<file path="src/rtl/core/rqts_pkg.sv">
package rqts_pkg;

  localparam int NUM_TASKS      = 16;
  localparam int NUM_PRIORITIES = 4;
  localparam int AGE_DIVISOR    = 1024;

  localparam int TASK_W  = 4;
  localparam int COUNT_W = 5;
  localparam int PRIO_W  = 2;
  localparam int MASK_W  = 2;
  localparam int TICK_W  = 32;
  localparam int RANK_W  = 34;

  localparam logic [1:0] CMD_ENQUEUE  = 2'd0;
  localparam logic [1:0] CMD_SCHEDULE = 2'd1;
  localparam logic [1:0] CMD_SET_PRIO = 2'd2;
  localparam logic [1:0] CMD_SET_MASK = 2'd3;

  // per-task attribute word kept in one memory
  typedef struct packed {
    logic [MASK_W-1:0] mask;
    logic [PRIO_W-1:0] prio;
    logic [TICK_W-1:0] label;
  } task_attr_t;

  localparam int ATTR_W = $bits(task_attr_t);

  typedef struct packed {
    logic [1:0]        command;
    logic              core_id;
    logic [TASK_W-1:0] task_id;
    logic              keep_current;
    logic              stamp_now;
    logic [PRIO_W-1:0] priority_value;
    logic [MASK_W-1:0] mask_value;
    logic [TICK_W-1:0] now_ticks;
  } sched_cmd_t;

  typedef struct packed {
    logic [TASK_W-1:0] next_task;
    logic              affinity_refused;
    logic              queue_was_empty;
  } sched_res_t;

  // aged rank: priority*5 + age / AGE_DIVISOR (power of two, a shift)
  function automatic logic [RANK_W-1:0] aged_rank(input logic [PRIO_W-1:0] prio,
                                                   input logic [TICK_W-1:0] age);
    logic [RANK_W-1:0] p;
    logic [RANK_W-1:0] a;
    p = RANK_W'(prio) * RANK_W'(5);
    a = RANK_W'(age >> $clog2(AGE_DIVISOR));
    return p + a;
  endfunction

endpackage

</file>
<file path="src/rtl/core/rqts_if.sv">
interface rqts_cmd_if;
  import rqts_pkg::*;
  logic       valid;
  logic       ready;
  sched_cmd_t data;
  modport source (output valid, output data, input ready);
  modport sink (input valid, input data, output ready);
endinterface

interface rqts_res_if;
  import rqts_pkg::*;
  logic       valid;
  logic       ready;
  sched_res_t data;
  modport source (output valid, output data, input ready);
  modport sink (input valid, input data, output ready);
endinterface

interface rqts_cfg_if;
  logic valid;
  logic ready;
  logic data;
  modport source (output valid, output data, input ready);
  modport sink (input valid, input data, output ready);
endinterface

</file>
<file path="src/rtl/core/ready_queue_task_scheduler.sv">
// Ready-queue task scheduler for two cores, one item at a time.
// Enqueue / set priority / set mask: S_ATTR_RD, S_ATTR_WR, ready again (a full ring drops an
// enqueue from S_ATTR_RD). Schedule in round robin, or in aging mode with one entry: S_PICK,
// attribute read/write, result; an empty ring goes straight to the result. Aging mode with
// count >= 2 scans every entry, then compacts those behind the pick. A stalled result waits.
// Reset (rst, synchronous) empties the ring, idles both cores, sweeps all 16 attributes.
module ready_queue_task_scheduler import rqts_pkg::*; (
  input logic         clk,
  input logic         rst,
  rqts_cmd_if.sink    cmd,
  rqts_res_if.source  res,
  rqts_cfg_if.sink    cfg
);

  localparam int IDX_W = $clog2(NUM_TASKS);

  localparam logic [4:0] S_INIT    = 5'd0;
  localparam logic [4:0] S_IDLE    = 5'd1;
  localparam logic [4:0] S_ATTR_RD = 5'd2;
  localparam logic [4:0] S_ATTR_WR = 5'd3;
  localparam logic [4:0] S_SCAN_RD = 5'd4;
  localparam logic [4:0] S_SCAN_A  = 5'd5;
  localparam logic [4:0] S_SCAN_C  = 5'd6;
  localparam logic [4:0] S_PICK    = 5'd7;
  localparam logic [4:0] S_SHIFT_R = 5'd8;
  localparam logic [4:0] S_SHIFT_W = 5'd9;
  localparam logic [4:0] S_PATTR_R = 5'd10;
  localparam logic [4:0] S_PATTR_W = 5'd11;
  localparam logic [4:0] S_REQ     = 5'd12;
  localparam logic [4:0] S_OUT     = 5'd13;
  localparam logic [4:0] S_SCAN_W  = 5'd14;

  logic [4:0]         state;
  sched_cmd_t         op;
  logic               policy;
  logic [COUNT_W-1:0] count;
  logic [IDX_W-1:0]   head;
  logic [TASK_W-1:0]  running [2];
  logic [IDX_W-1:0]   sweep;
  logic [COUNT_W-1:0] idx;
  logic [COUNT_W-1:0] best;
  logic [RANK_W-1:0]  best_rank;
  logic [TASK_W-1:0]  scan_task;
  logic [TASK_W-1:0]  pick;
  logic               refused;
  logic               empty;
  logic               out_valid;
  sched_res_t         out_data;

  // ring memory
  logic               ring_we;
  logic [IDX_W-1:0]   ring_wa;
  logic [TASK_W-1:0]  ring_wd;
  logic [IDX_W-1:0]   ring_ra;
  logic [TASK_W-1:0]  ring_rd;

  // attribute memory
  logic               attr_we;
  logic [IDX_W-1:0]   attr_wa;
  task_attr_t         attr_wd;
  logic [IDX_W-1:0]   attr_ra;
  task_attr_t         attr_rd;

  rqts_ram #(.WIDTH(TASK_W), .DEPTH(NUM_TASKS)) u_ring (
    .clk(clk), .we(ring_we), .waddr(ring_wa), .wdata(ring_wd),
    .raddr(ring_ra), .rdata(ring_rd)
  );

  rqts_ram #(.WIDTH(ATTR_W), .DEPTH(NUM_TASKS)) u_attr (
    .clk(clk), .we(attr_we), .waddr(attr_wa), .wdata(attr_wd),
    .raddr(attr_ra), .rdata(attr_rd)
  );

  assign cmd.ready = (state == S_IDLE);
  assign cfg.ready = 1'b1;
  assign res.valid = out_valid;
  assign res.data  = out_data;

  // ring slot at offset i from head
  function automatic logic [IDX_W-1:0] pos(input logic [IDX_W-1:0] h,
                                           input logic [COUNT_W-1:0] i);
    return h + i[IDX_W-1:0];
  endfunction

  logic [TICK_W-1:0]  scan_age;
  logic [RANK_W-1:0]  scan_rank;
  logic               full;
  logic               push_cur;
  logic [COUNT_W-1:0] scan_next;
  assign scan_age  = op.now_ticks - attr_rd.label;
  assign scan_rank = aged_rank(attr_rd.prio, scan_age);
  assign full      = (count == COUNT_W'(NUM_TASKS));
  assign push_cur  = op.keep_current && (running[op.core_id] != '0);

  // ring entry wanted after the compare: next entry, or the winner on the last one
  assign scan_next = (idx + COUNT_W'(1) == count) ?
                     ((scan_rank > best_rank) ? idx : best) : idx + COUNT_W'(1);

  // memory port steering
  always_comb begin
    ring_we = 1'b0;
    ring_wa = pos(head, count);
    ring_wd = op.task_id;
    ring_ra = pos(head, idx);
    attr_we = 1'b0;
    attr_wa = op.task_id;
    attr_wd = attr_rd;
    attr_ra = op.task_id;
    unique case (state)
      S_INIT: begin
        attr_we = 1'b1;
        attr_wa = sweep;
        attr_wd = '{mask: '1, prio: '0, label: '0};
      end
      S_IDLE: begin
        attr_ra = cmd.data.task_id;
      end
      S_ATTR_WR: begin
        attr_we = 1'b1;
        unique case (op.command)
          CMD_ENQUEUE: begin
            attr_we = op.stamp_now;
            attr_wd.label = op.now_ticks;
          end
          CMD_SET_PRIO: attr_wd.prio = op.priority_value;
          CMD_SET_MASK: attr_wd.mask = op.mask_value;
          default: attr_we = 1'b0;
        endcase
        ring_we = (op.command == CMD_ENQUEUE);
      end
      S_SCAN_A: attr_ra = ring_rd;
      S_SCAN_W: attr_ra = scan_task;
      S_SCAN_C: begin
        attr_ra = scan_task;
        ring_ra = pos(head, scan_next);
      end
      S_SHIFT_R: ring_ra = pos(head, idx + COUNT_W'(1));
      S_SHIFT_W: begin
        ring_we = 1'b1;
        ring_wa = pos(head, idx);
        ring_wd = ring_rd;
      end
      S_PICK: attr_ra = ring_rd;
      S_PATTR_R: attr_ra = pick;
      S_PATTR_W: begin
        attr_ra = pick;
        attr_we = policy;
        attr_wa = pick;
        attr_wd.label = op.now_ticks;
      end
      S_REQ: begin
        ring_we = refused && !full;
        ring_wd = pick;
      end
      S_OUT: begin
        ring_we = push_cur && !full;
        ring_wd = running[op.core_id];
      end
      default: ;
    endcase
  end

  // sequencer
  always_ff @(posedge clk) begin
    if (rst) begin
      state      <= S_INIT;
      policy     <= 1'b0;
      count      <= '0;
      head       <= '0;
      running[0] <= '0;
      running[1] <= '0;
      sweep      <= '0;
      out_valid  <= 1'b0;
    end else begin
      if (cfg.valid) begin
        policy <= cfg.data;
      end
      if (out_valid && res.ready) begin
        out_valid <= 1'b0;
      end
      unique case (state)
        S_INIT: begin
          sweep <= sweep + IDX_W'(1);
          if (sweep == IDX_W'(NUM_TASKS - 1)) begin
            state <= S_IDLE;
          end
        end
        S_IDLE: begin
          if (cmd.valid) begin
            op    <= cmd.data;
            idx   <= '0;
            if (cmd.data.command == CMD_SCHEDULE) begin
              empty <= (count == '0);
              refused <= 1'b0;
              best <= '0;
              best_rank <= '0;
              state <= (count == '0) ? S_OUT : S_SCAN_RD;
            end else begin
              state <= S_ATTR_RD;
            end
          end
        end
        S_ATTR_RD: begin
          if (op.command == CMD_ENQUEUE && full) begin
            state <= S_IDLE;
          end else begin
            state <= S_ATTR_WR;
          end
        end
        S_ATTR_WR: begin
          if (op.command == CMD_ENQUEUE) begin
            count <= count + COUNT_W'(1);
          end
          state <= S_IDLE;
        end
        // ring read address settles on idx
        S_SCAN_RD: begin
          state <= (policy && count != COUNT_W'(1)) ? S_SCAN_A : S_PICK;
          idx   <= policy ? idx : best;
        end
        S_SCAN_A: begin
          scan_task <= ring_rd;
          state     <= S_SCAN_W;
        end
        S_SCAN_W: state <= S_SCAN_C;
        S_SCAN_C: begin
          if (scan_rank > best_rank) begin
            best_rank <= scan_rank;
            best      <= idx;
          end
          if (idx + COUNT_W'(1) == count) begin
            idx   <= (scan_rank > best_rank) ? idx : best;
            state <= S_PICK;
          end else begin
            idx   <= idx + COUNT_W'(1);
            state <= S_SCAN_A;
          end
        end
        S_PICK: begin
          pick  <= ring_rd;
          state <= S_SHIFT_R;
          if (!policy) begin
            head  <= head + IDX_W'(1);
            count <= count - COUNT_W'(1);
            state <= S_PATTR_R;
          end else if (idx + COUNT_W'(1) >= count) begin
            count <= count - COUNT_W'(1);
            state <= S_PATTR_R;
          end
        end
        S_SHIFT_R: state <= S_SHIFT_W;
        S_SHIFT_W: begin
          if (idx + COUNT_W'(2) >= count) begin
            count <= count - COUNT_W'(1);
            state <= S_PATTR_R;
          end else begin
            idx   <= idx + COUNT_W'(1);
            state <= S_SHIFT_R;
          end
        end
        S_PATTR_R: state <= S_PATTR_W;
        S_PATTR_W: begin
          refused <= !attr_rd.mask[op.core_id];
          state   <= S_REQ;
        end
        S_REQ: begin
          if (refused && !full) begin
            count <= count + COUNT_W'(1);
          end
          state <= S_OUT;
        end
        S_OUT: begin
          if (!out_valid || res.ready) begin
            if (push_cur && !full) begin
              count <= count + COUNT_W'(1);
            end
            running[op.core_id] <= (empty || refused) ? '0 : pick;
            out_valid <= 1'b1;
            out_data  <= '{next_task: (empty || refused) ? '0 : pick,
                           affinity_refused: refused,
                           queue_was_empty: empty};
            state <= S_IDLE;
          end
        end
        default: state <= S_IDLE;
      endcase
    end
  end

endmodule

</file>
<file path="src/rtl/core/rqts_ram.sv">
module rqts_ram #(
  parameter int WIDTH = 8,
  parameter int DEPTH = 16
) (
  input  logic                     clk,
  input  logic                     we,
  input  logic [$clog2(DEPTH)-1:0] waddr,
  input  logic [WIDTH-1:0]         wdata,
  input  logic [$clog2(DEPTH)-1:0] raddr,
  output logic [WIDTH-1:0]         rdata
);
  logic [WIDTH-1:0] mem [DEPTH];

  always_ff @(posedge clk) begin
    if (we) begin
      mem[waddr] <= wdata;
    end
    rdata <= mem[raddr];
  end
endmodule

</file>
<file path="src/flat_wrapper.sv">
// flat-port wrapper written by rule: the top's interface ports become plain ports
module ready_queue_task_scheduler_flat import rqts_pkg::*;
  (clk, rst, cmd_valid, cmd_data, cmd_ready, res_valid, res_data, res_ready, cfg_valid, cfg_data, cfg_ready);
  rqts_cmd_if cmd_i ();
  rqts_res_if res_i ();
  rqts_cfg_if cfg_i ();
  input logic clk;
  input logic rst;
  input wire logic [$bits(cmd_i.valid)-1:0] cmd_valid;
  input wire logic [$bits(cmd_i.data)-1:0] cmd_data;
  output wire logic [$bits(cmd_i.ready)-1:0] cmd_ready;
  output wire logic [$bits(res_i.valid)-1:0] res_valid;
  output wire logic [$bits(res_i.data)-1:0] res_data;
  input wire logic [$bits(res_i.ready)-1:0] res_ready;
  input wire logic [$bits(cfg_i.valid)-1:0] cfg_valid;
  input wire logic [$bits(cfg_i.data)-1:0] cfg_data;
  output wire logic [$bits(cfg_i.ready)-1:0] cfg_ready;
  assign cmd_i.valid = cmd_valid;
  assign cmd_i.data = cmd_data;
  assign cmd_ready = cmd_i.ready;
  assign res_valid = res_i.valid;
  assign res_data = res_i.data;
  assign res_i.ready = res_ready;
  assign cfg_i.valid = cfg_valid;
  assign cfg_i.data = cfg_data;
  assign cfg_ready = cfg_i.ready;
  ready_queue_task_scheduler u_core (.clk(clk), .rst(rst), .cmd(cmd_i), .res(res_i), .cfg(cfg_i));
endmodule
</file>
<file path="config.mk">
export PLATFORM = sky130hd
export DESIGN_NAME = ready_queue_task_scheduler_flat
export DESIGN_NICKNAME = d
export VERILOG_FILES = /design/src/rtl/core/rqts_pkg.sv /design/src/rtl/core/rqts_if.sv /design/src/rtl/core/ready_queue_task_scheduler.sv /design/src/rtl/core/rqts_ram.sv /design/src/flat_wrapper.sv
export SDC_FILE = /design/constraint.sdc
export NUM_CORES = 1
export LEC_CHECK = 0
export BUFFER_PORTS_ARGS = -buffer_cell sky130_fd_sc_hd__buf_2
export CELL_PAD_IN_SITES_DETAIL_PLACEMENT = 0
export CELL_PAD_IN_SITES_GLOBAL_PLACEMENT = 2
export CORE_MARGIN = 3
export CORE_UTILIZATION = 45
export DETAILED_ROUTE_END_ITERATION = 10
export GPL_ROUTABILITY_DRIVEN = 1
export PLACE_DENSITY = 0.86
export RECOVER_POWER = 25
export SETUP_SLACK_MARGIN = 0.05
export SLEW_MARGIN = 10
export SYNTH_ARGS = -nofsm -noshare
export SYNTH_HDL_FRONTEND = slang
export SYNTH_SLANG_ARGS = --single-unit
</file>
<file path="constraint.sdc">
create_clock -name clk -period 11.14 [get_ports clk]
set_input_delay 0.557 -clock clk [delete_from_list [all_inputs] [get_ports clk]]
set_output_delay 0.557 -clock clk [all_outputs]
set_load 0.05 [all_outputs]
</file>
# Word level (Yosys, flattened, before mapping)
# Memories as Yosys holds them, arrays and structs flattened. A register that Yosys moved wholly into a read port is not among the register bits.
# Cells that the tools add are included.
# op_classes
addsub	12
eq_ne	33
n_reduce_logical	36
order_cmp	4
bitwise	2
muxes	69
n_mul	1
# op_table
operator	count
two-way mux 34 bit	3
case mux 32 bit (3 select lines)	1
two-way mux 5 bit	19
case mux 5 bit (14 select lines)	1
case mux 34 bit (2 select lines)	1
== test 5 x 4 -> 1 bit, second input constant	7
greater-than comparator 34 bit	1
two-way mux 32 bit	1
subtractor 32 bit	1
case mux 5 bit (5 select lines)	1
case mux 4 bit (2 select lines)	3
adder 5 x 22 -> 23 bit	1
== test 5 x 3 -> 1 bit, second input constant	4
two-way mux 1 bit	20
case mux 5 bit (4 select lines)	1
adder 4 bit	4
two-way mux 4 bit	4
!= test 2 x 1 -> 1 bit, second input constant	8
case mux 4 bit (4 select lines)	1
two-way mux 2 bit	7
case mux 4 bit (3 select lines)	1
AND reduction 4 bit	3
adder 5 x 1 -> 5 bit, second input constant	2
== test 5 x 2 -> 1 bit, second input constant	2
other kinds (34)	60
# word_totals
out_inout_bits	9
reg_bits	125
ram_bits	648
mem_count	3
elab_cells	184
input_bits	51
# memory_table
name	words	width	read_ports	rd_clocked_by_memory_dff	write_ports	line_no	text
u_core.u_attr.mem	16	36	1	1	1	rqts_ram.sv:12	logic [WIDTH-1:0] mem [DEPTH];
u_core.u_ring.mem	16	4	1	1	1	rqts_ram.sv:12	
u_core.running	2	4	1	1	2	ready_queue_task_scheduler.sv:38	logic [TASK_W-1:0] running [2];

# Depth between registers and ports, before layout
# logic_depth
word_depth	8
mapped_depth	41
depth_no_buf	39

# Cells and area by module
# From an unflattened synthesis, not the netlist that was laid out.
# unflattened
hier_cells	2116
area_unflattened_um2	34618.2
# by_module_without_submodules
module	seq_area_each_um2	area_each_um2	instances	cells_per_inst
rqts_ram (u_core.u_attr)	18017.3	22318.9	1	938
ready_queue_task_scheduler	3463.3	9633.0	1	1048
rqts_ram (u_core.u_ring)	2001.9	2666.3	1	130

# Worst setup path after synthesis
# No wires, ideal clock.
# synth_path
path_type	register -> register
start	register u_core.op[2] (netlist name)
end	register u_core.u_ring.rdata[0], read port of u_core.u_ring.mem
n_path_buf	2
synth_period_minus_slack_ps	7741
path_stages_with_launch	41
t_required_ps	11082
setup_ps	58
path_slack_ps	3399
arrival_ps	7683
path_cell_list	edfxtp_1 ha_1 nand2_1 a2bb2oi_1 or4_4 and2_1 o21a_1 xnor2_1 ha_1 ha_1 a21o_1 a21oi_1 o21bai_1 and3_1 clkbuf_1 nand3_1 nor4b_1 mux2_2 [5 not listed] a21o_1 a211oi_1 nor2_1 mux2i_1 nand2_1 o21ai_0 o21ai_0 ha_1 inv_1 fa_1 mux2i_1 clkbuf_1 a211oi_1 a311oi_1 a21o_1 mux2i_1 a22oi_1 o221a_2
# synth_via
elab_chain_cells	7
# synth_rtl
item	line_no	text
start: declaration	ready_queue_task_scheduler.sv:34	sched_cmd_t op;
start signal: assignment	ready_queue_task_scheduler.sv:190	op <= cmd.data;
subtractor 32 bit	ready_queue_task_scheduler.sv:90	assign scan_age = op.now_ticks - attr_rd.label;
adder 5 x 22 -> 23 bit	rqts_pkg.sv:52	return p + a;
named net u_core.scan_rank[18]	ready_queue_task_scheduler.sv:86	logic [RANK_W-1:0] scan_rank;
greater-than comparator 34 bit	ready_queue_task_scheduler.sv:97	((scan_rank > best_rank) ? idx : best) : idx + COUNT_W'(1);
two-way mux 5 bit	ready_queue_task_scheduler.sv:97	
two-way mux 5 bit	--	
adder 4 bit	ready_queue_task_scheduler.sv:82	return h + i[IDX_W-1:0];
case mux 4 bit (2 select lines)	ready_queue_task_scheduler.sv:109	unique case (state)
end: declaration	rqts_ram.sv:10	output logic [WIDTH-1:0] rdata
# The timed path passes the listed nets, and every way through them passes these cells.
# A chain may end at the register's enable or synchronous reset.

# Final worst setup path
# layout_path
start	register u_core.op[2] (netlist name)
end	register u_core.u_ring.rdata[1], read port of u_core.u_ring.mem
# Same word-level chain as after synthesis.

==> impl_metrics.toml <==
[grt]
grt_pass1_wl_um = 141000
grtUsageTotal_pct = 22.3
grt.overflow.total = 0
grtUsageMet2_pct = 35.3
first_global_vias = 22708
use_met1_pct = 32.5
grt_start_max_net_pins = 215
gr-max-usage-layer = "met2"
antenna_found_initial = 0
grt_use_met3_pct = 3.24

[die]
dieArea_um2 = 83200
io_pins = 60
rows = 102
design.core.area_um2 = 78200
start_util_pct = 45.9
die_h_um = 289
die_width_um = 289

[setup_path]
crit_path_top_delay_cell = "o21ai_1"
cpMostUsedCell = "ha_1"
critical_path_class = "flip-flop to flip-flop"
max_stage_delay_ps = 820
rr_startpoint = "u_core.op[2]"
endpoint_kind = "flip-flop"
r2r_cells = 36
cp.required_ps = 11670
critPathMaxFanout = 16
cp-startpoint = "u_core.op[2]"
worst_ep_arrival_time_ps = 9530
setup.worst_path.start_class = "flip-flop"

[clock_network]
h-tree-depth = 3
cts_resized = 0
clkSlewWorstSetupHoldPaths_ps = 60
cts_buffers = 86
post-cts-setup-buffers = 0
holdBufCountCts = 0
root_buffer = "clkbuf_16"
cts.sinks = 802
cts_max_path_buffers = 3
cts_tree = "built"
clock_latency_ps = 640

[hold_path]
worstHoldStart = "cmd_data[19]"
hold_class = "input port to flip-flop"
holdPathStages = 1

[logic_synthesis]
synth_fp_nets = 3002
synthCells = 2860
synth_most_common_cell = "edfxtp_1"
yosysTopAreaCell = "edfxtp_1"
synth_warnings = 0
ys_ff_latch = 802
synth_area_leaders = "edfxtp_1 62%, nand2_1 4.4%, a211oi_1 4.3%"
synth_area_um2 = 35900
synth_top_area_share_pct = 62.0
ys_types = 85
ys.flop_type = "edfxtp_1"
ys_seq_area_share_pct = 65.4
synth_edf_count = 742
synthTopCellsByCount = "742 x edfxtp_1, 419 x nand2_1, 205 x a211oi_1, 169 x and2_1, 150 x clkbuf_1"
synthArstFlopShare_pct = 0
syn_avg_cell_area_um2 = 12.6

[cells_and_area]
fin_cells = 3990
regArea_um2 = 23500
layout-drive-gt1-share_pct = 8.20
nFillCells = 6672
synthToLayoutAreaGrowth_pct = 12.1
diodes = 0
multiInputGateArea_um2 = 11700
nNetsFinal = 3021

[routing]
first_pass_iters = 5
viasPerCell = 5.98
drt-total-wl_um = 94100
route.detailed.drc = 0
initialDrtViolationCount = 2118
vias = 23869
post_drt_wl_per_cell_um = 23.6
ant_nets = 0

[sta]
slew_violations = 154
fin_crit_sh_pct = 80.8
setup_tns_ps = 0
hold_viol = 0
fmax_mhz = 111
whs_ps = 93.4
slew_headroom_pct = -133
rsz0062_at_grt = "no"
setup_viol = 0
tightest_slew_ps = 3500
skew_ps = 22.2
min_period_ps = 9000

[run_status]
failed_checks = "capacitance limit, slew limit"
status = "finished, violations left"

[flow_run]
maxCapViolations = 5

[power_and_ir_drop]
p_total_w = 0.0114
irDropWorstVdd_mv = 0.322
p_leak_nw = 13.8
p_per_area_nw_per_um2 = 284

[placement]
place.gp.congestion = 0.890
hpwl_um = 53200
portBuffers = 58
dp.cells = 3831
power by group:
group	switching [W]	internal [W]
Clock	0.00118	0.00171
Combinational	0.00290	0.00124
Sequential	0.000160	0.00425
path summary, 6_finish.rpt:
path | endpoint | slack (ps)
max | u_core.u_ring.rdata[1] | 2140
min | u_core.op[19] | 90
max reg2reg | u_core.u_ring.rdata[1] | 2140
min reg2reg | u_core.sweep[1] | 520
stage by stage:
stage,worst slack (ps),instance area (µm²),util (%)
3_5_place_dp,2240,37400,47.8
2_1_floorplan,3400,35900,-
4_1_cts,2180,40300,51.6
3_3_place_gp,2460,37400,47.8
6_report,2140,40300,51.5
5_1_grt,1490,40300,51.5
critical path: cells and delay by family, from the launching register on:
family | cells | cell delay, ps
mux | 2 | 350
buf+inv | 1 | 60
simple gates | 9 | 2620
xor+xnor | 3 | 410
compound gates | 15 | 3260
flops | 1 | 410
fa+ha+maj | 6 | 1820
sequential cells by signal (all words and copies together), names as in the netlist, 5 cells and up, named ones only:
register	count
u_core.best	5
u_core.running	8
u_core.u_ring.mem	64
u_core.idx	5
u_core.u_attr.mem	576
u_core.res.data	6
u_core.best_rank	23
u_core.op	45
u_core.u_attr.rdata	36
u_core.count	5
cells in the final DEF (no fill, tap or decap), drive strengths merged, types with 25 or more instances in the layout:
cell / Yosys / layout
xnor2: 39 / 39
a311oi: 83 / 83
nand3: 32 / 32
clkbuf: 152 / 152
a21oi: 135 / 135
a21o: 40 / 40
dfxtp: 60 / 60
nand2: 419 / 419
inv: 79 / 79
o21ai: 65 / 65
nor2: 106 / 106
a211oi: 207 / 207
a22o: 36 / 36
clkinv: 1 / 36
ha: 87 / 87
buf: 18 / 62
and2: 195 / 195
nor3: 25 / 25
mux2i: 25 / 25
edfxtp: 742 / 742
a31oi: 86 / 86
logic make-up (layout without fill, tap and decap cells):
family | Yosys count | count (layout) | share of synthesized area (%)
DFF | 802 | 802 | 65.4
buffers and inverters | 250 | 340 | 2.65
xor gates and xnor gates | 56 | 56 | 1.37
adders and majority gates | 91 | 91 | 3.25
AOI/OAI and AO/OA | 741 | 741 | 14.6
other | 1 | 1 | 0.0104
muxes | 29 | 29 | 0.822
and+or+nand+nor | 890 | 890 | 11.9
routing by layer:
| metal | wire [µm] | part of all wire, % |
|---|---|---|
| met1 | 43300 | 46 |
| met5 | 0 | 0 |
| met3 | 5000 | 5.3 |
| met2 | 43900 | 47 |
| met4 | 1920 | 2.0 |
final cells by class:
| class | count | area share, % |
|---|---|---|
| flip-flops and latches | 802 | 58.3 |
| multi-input cells | 1808 | 29.0 |
| clock buffers | 113 | 5.75 |
| well taps | 1040 | 3.23 |
| clock inverters | 46 | 1.49 |
| repair buffers | 101 | 1.47 |
| inverters | 80 | 0.746 |
Note: power is estimated with default switching activity, not from simulation.
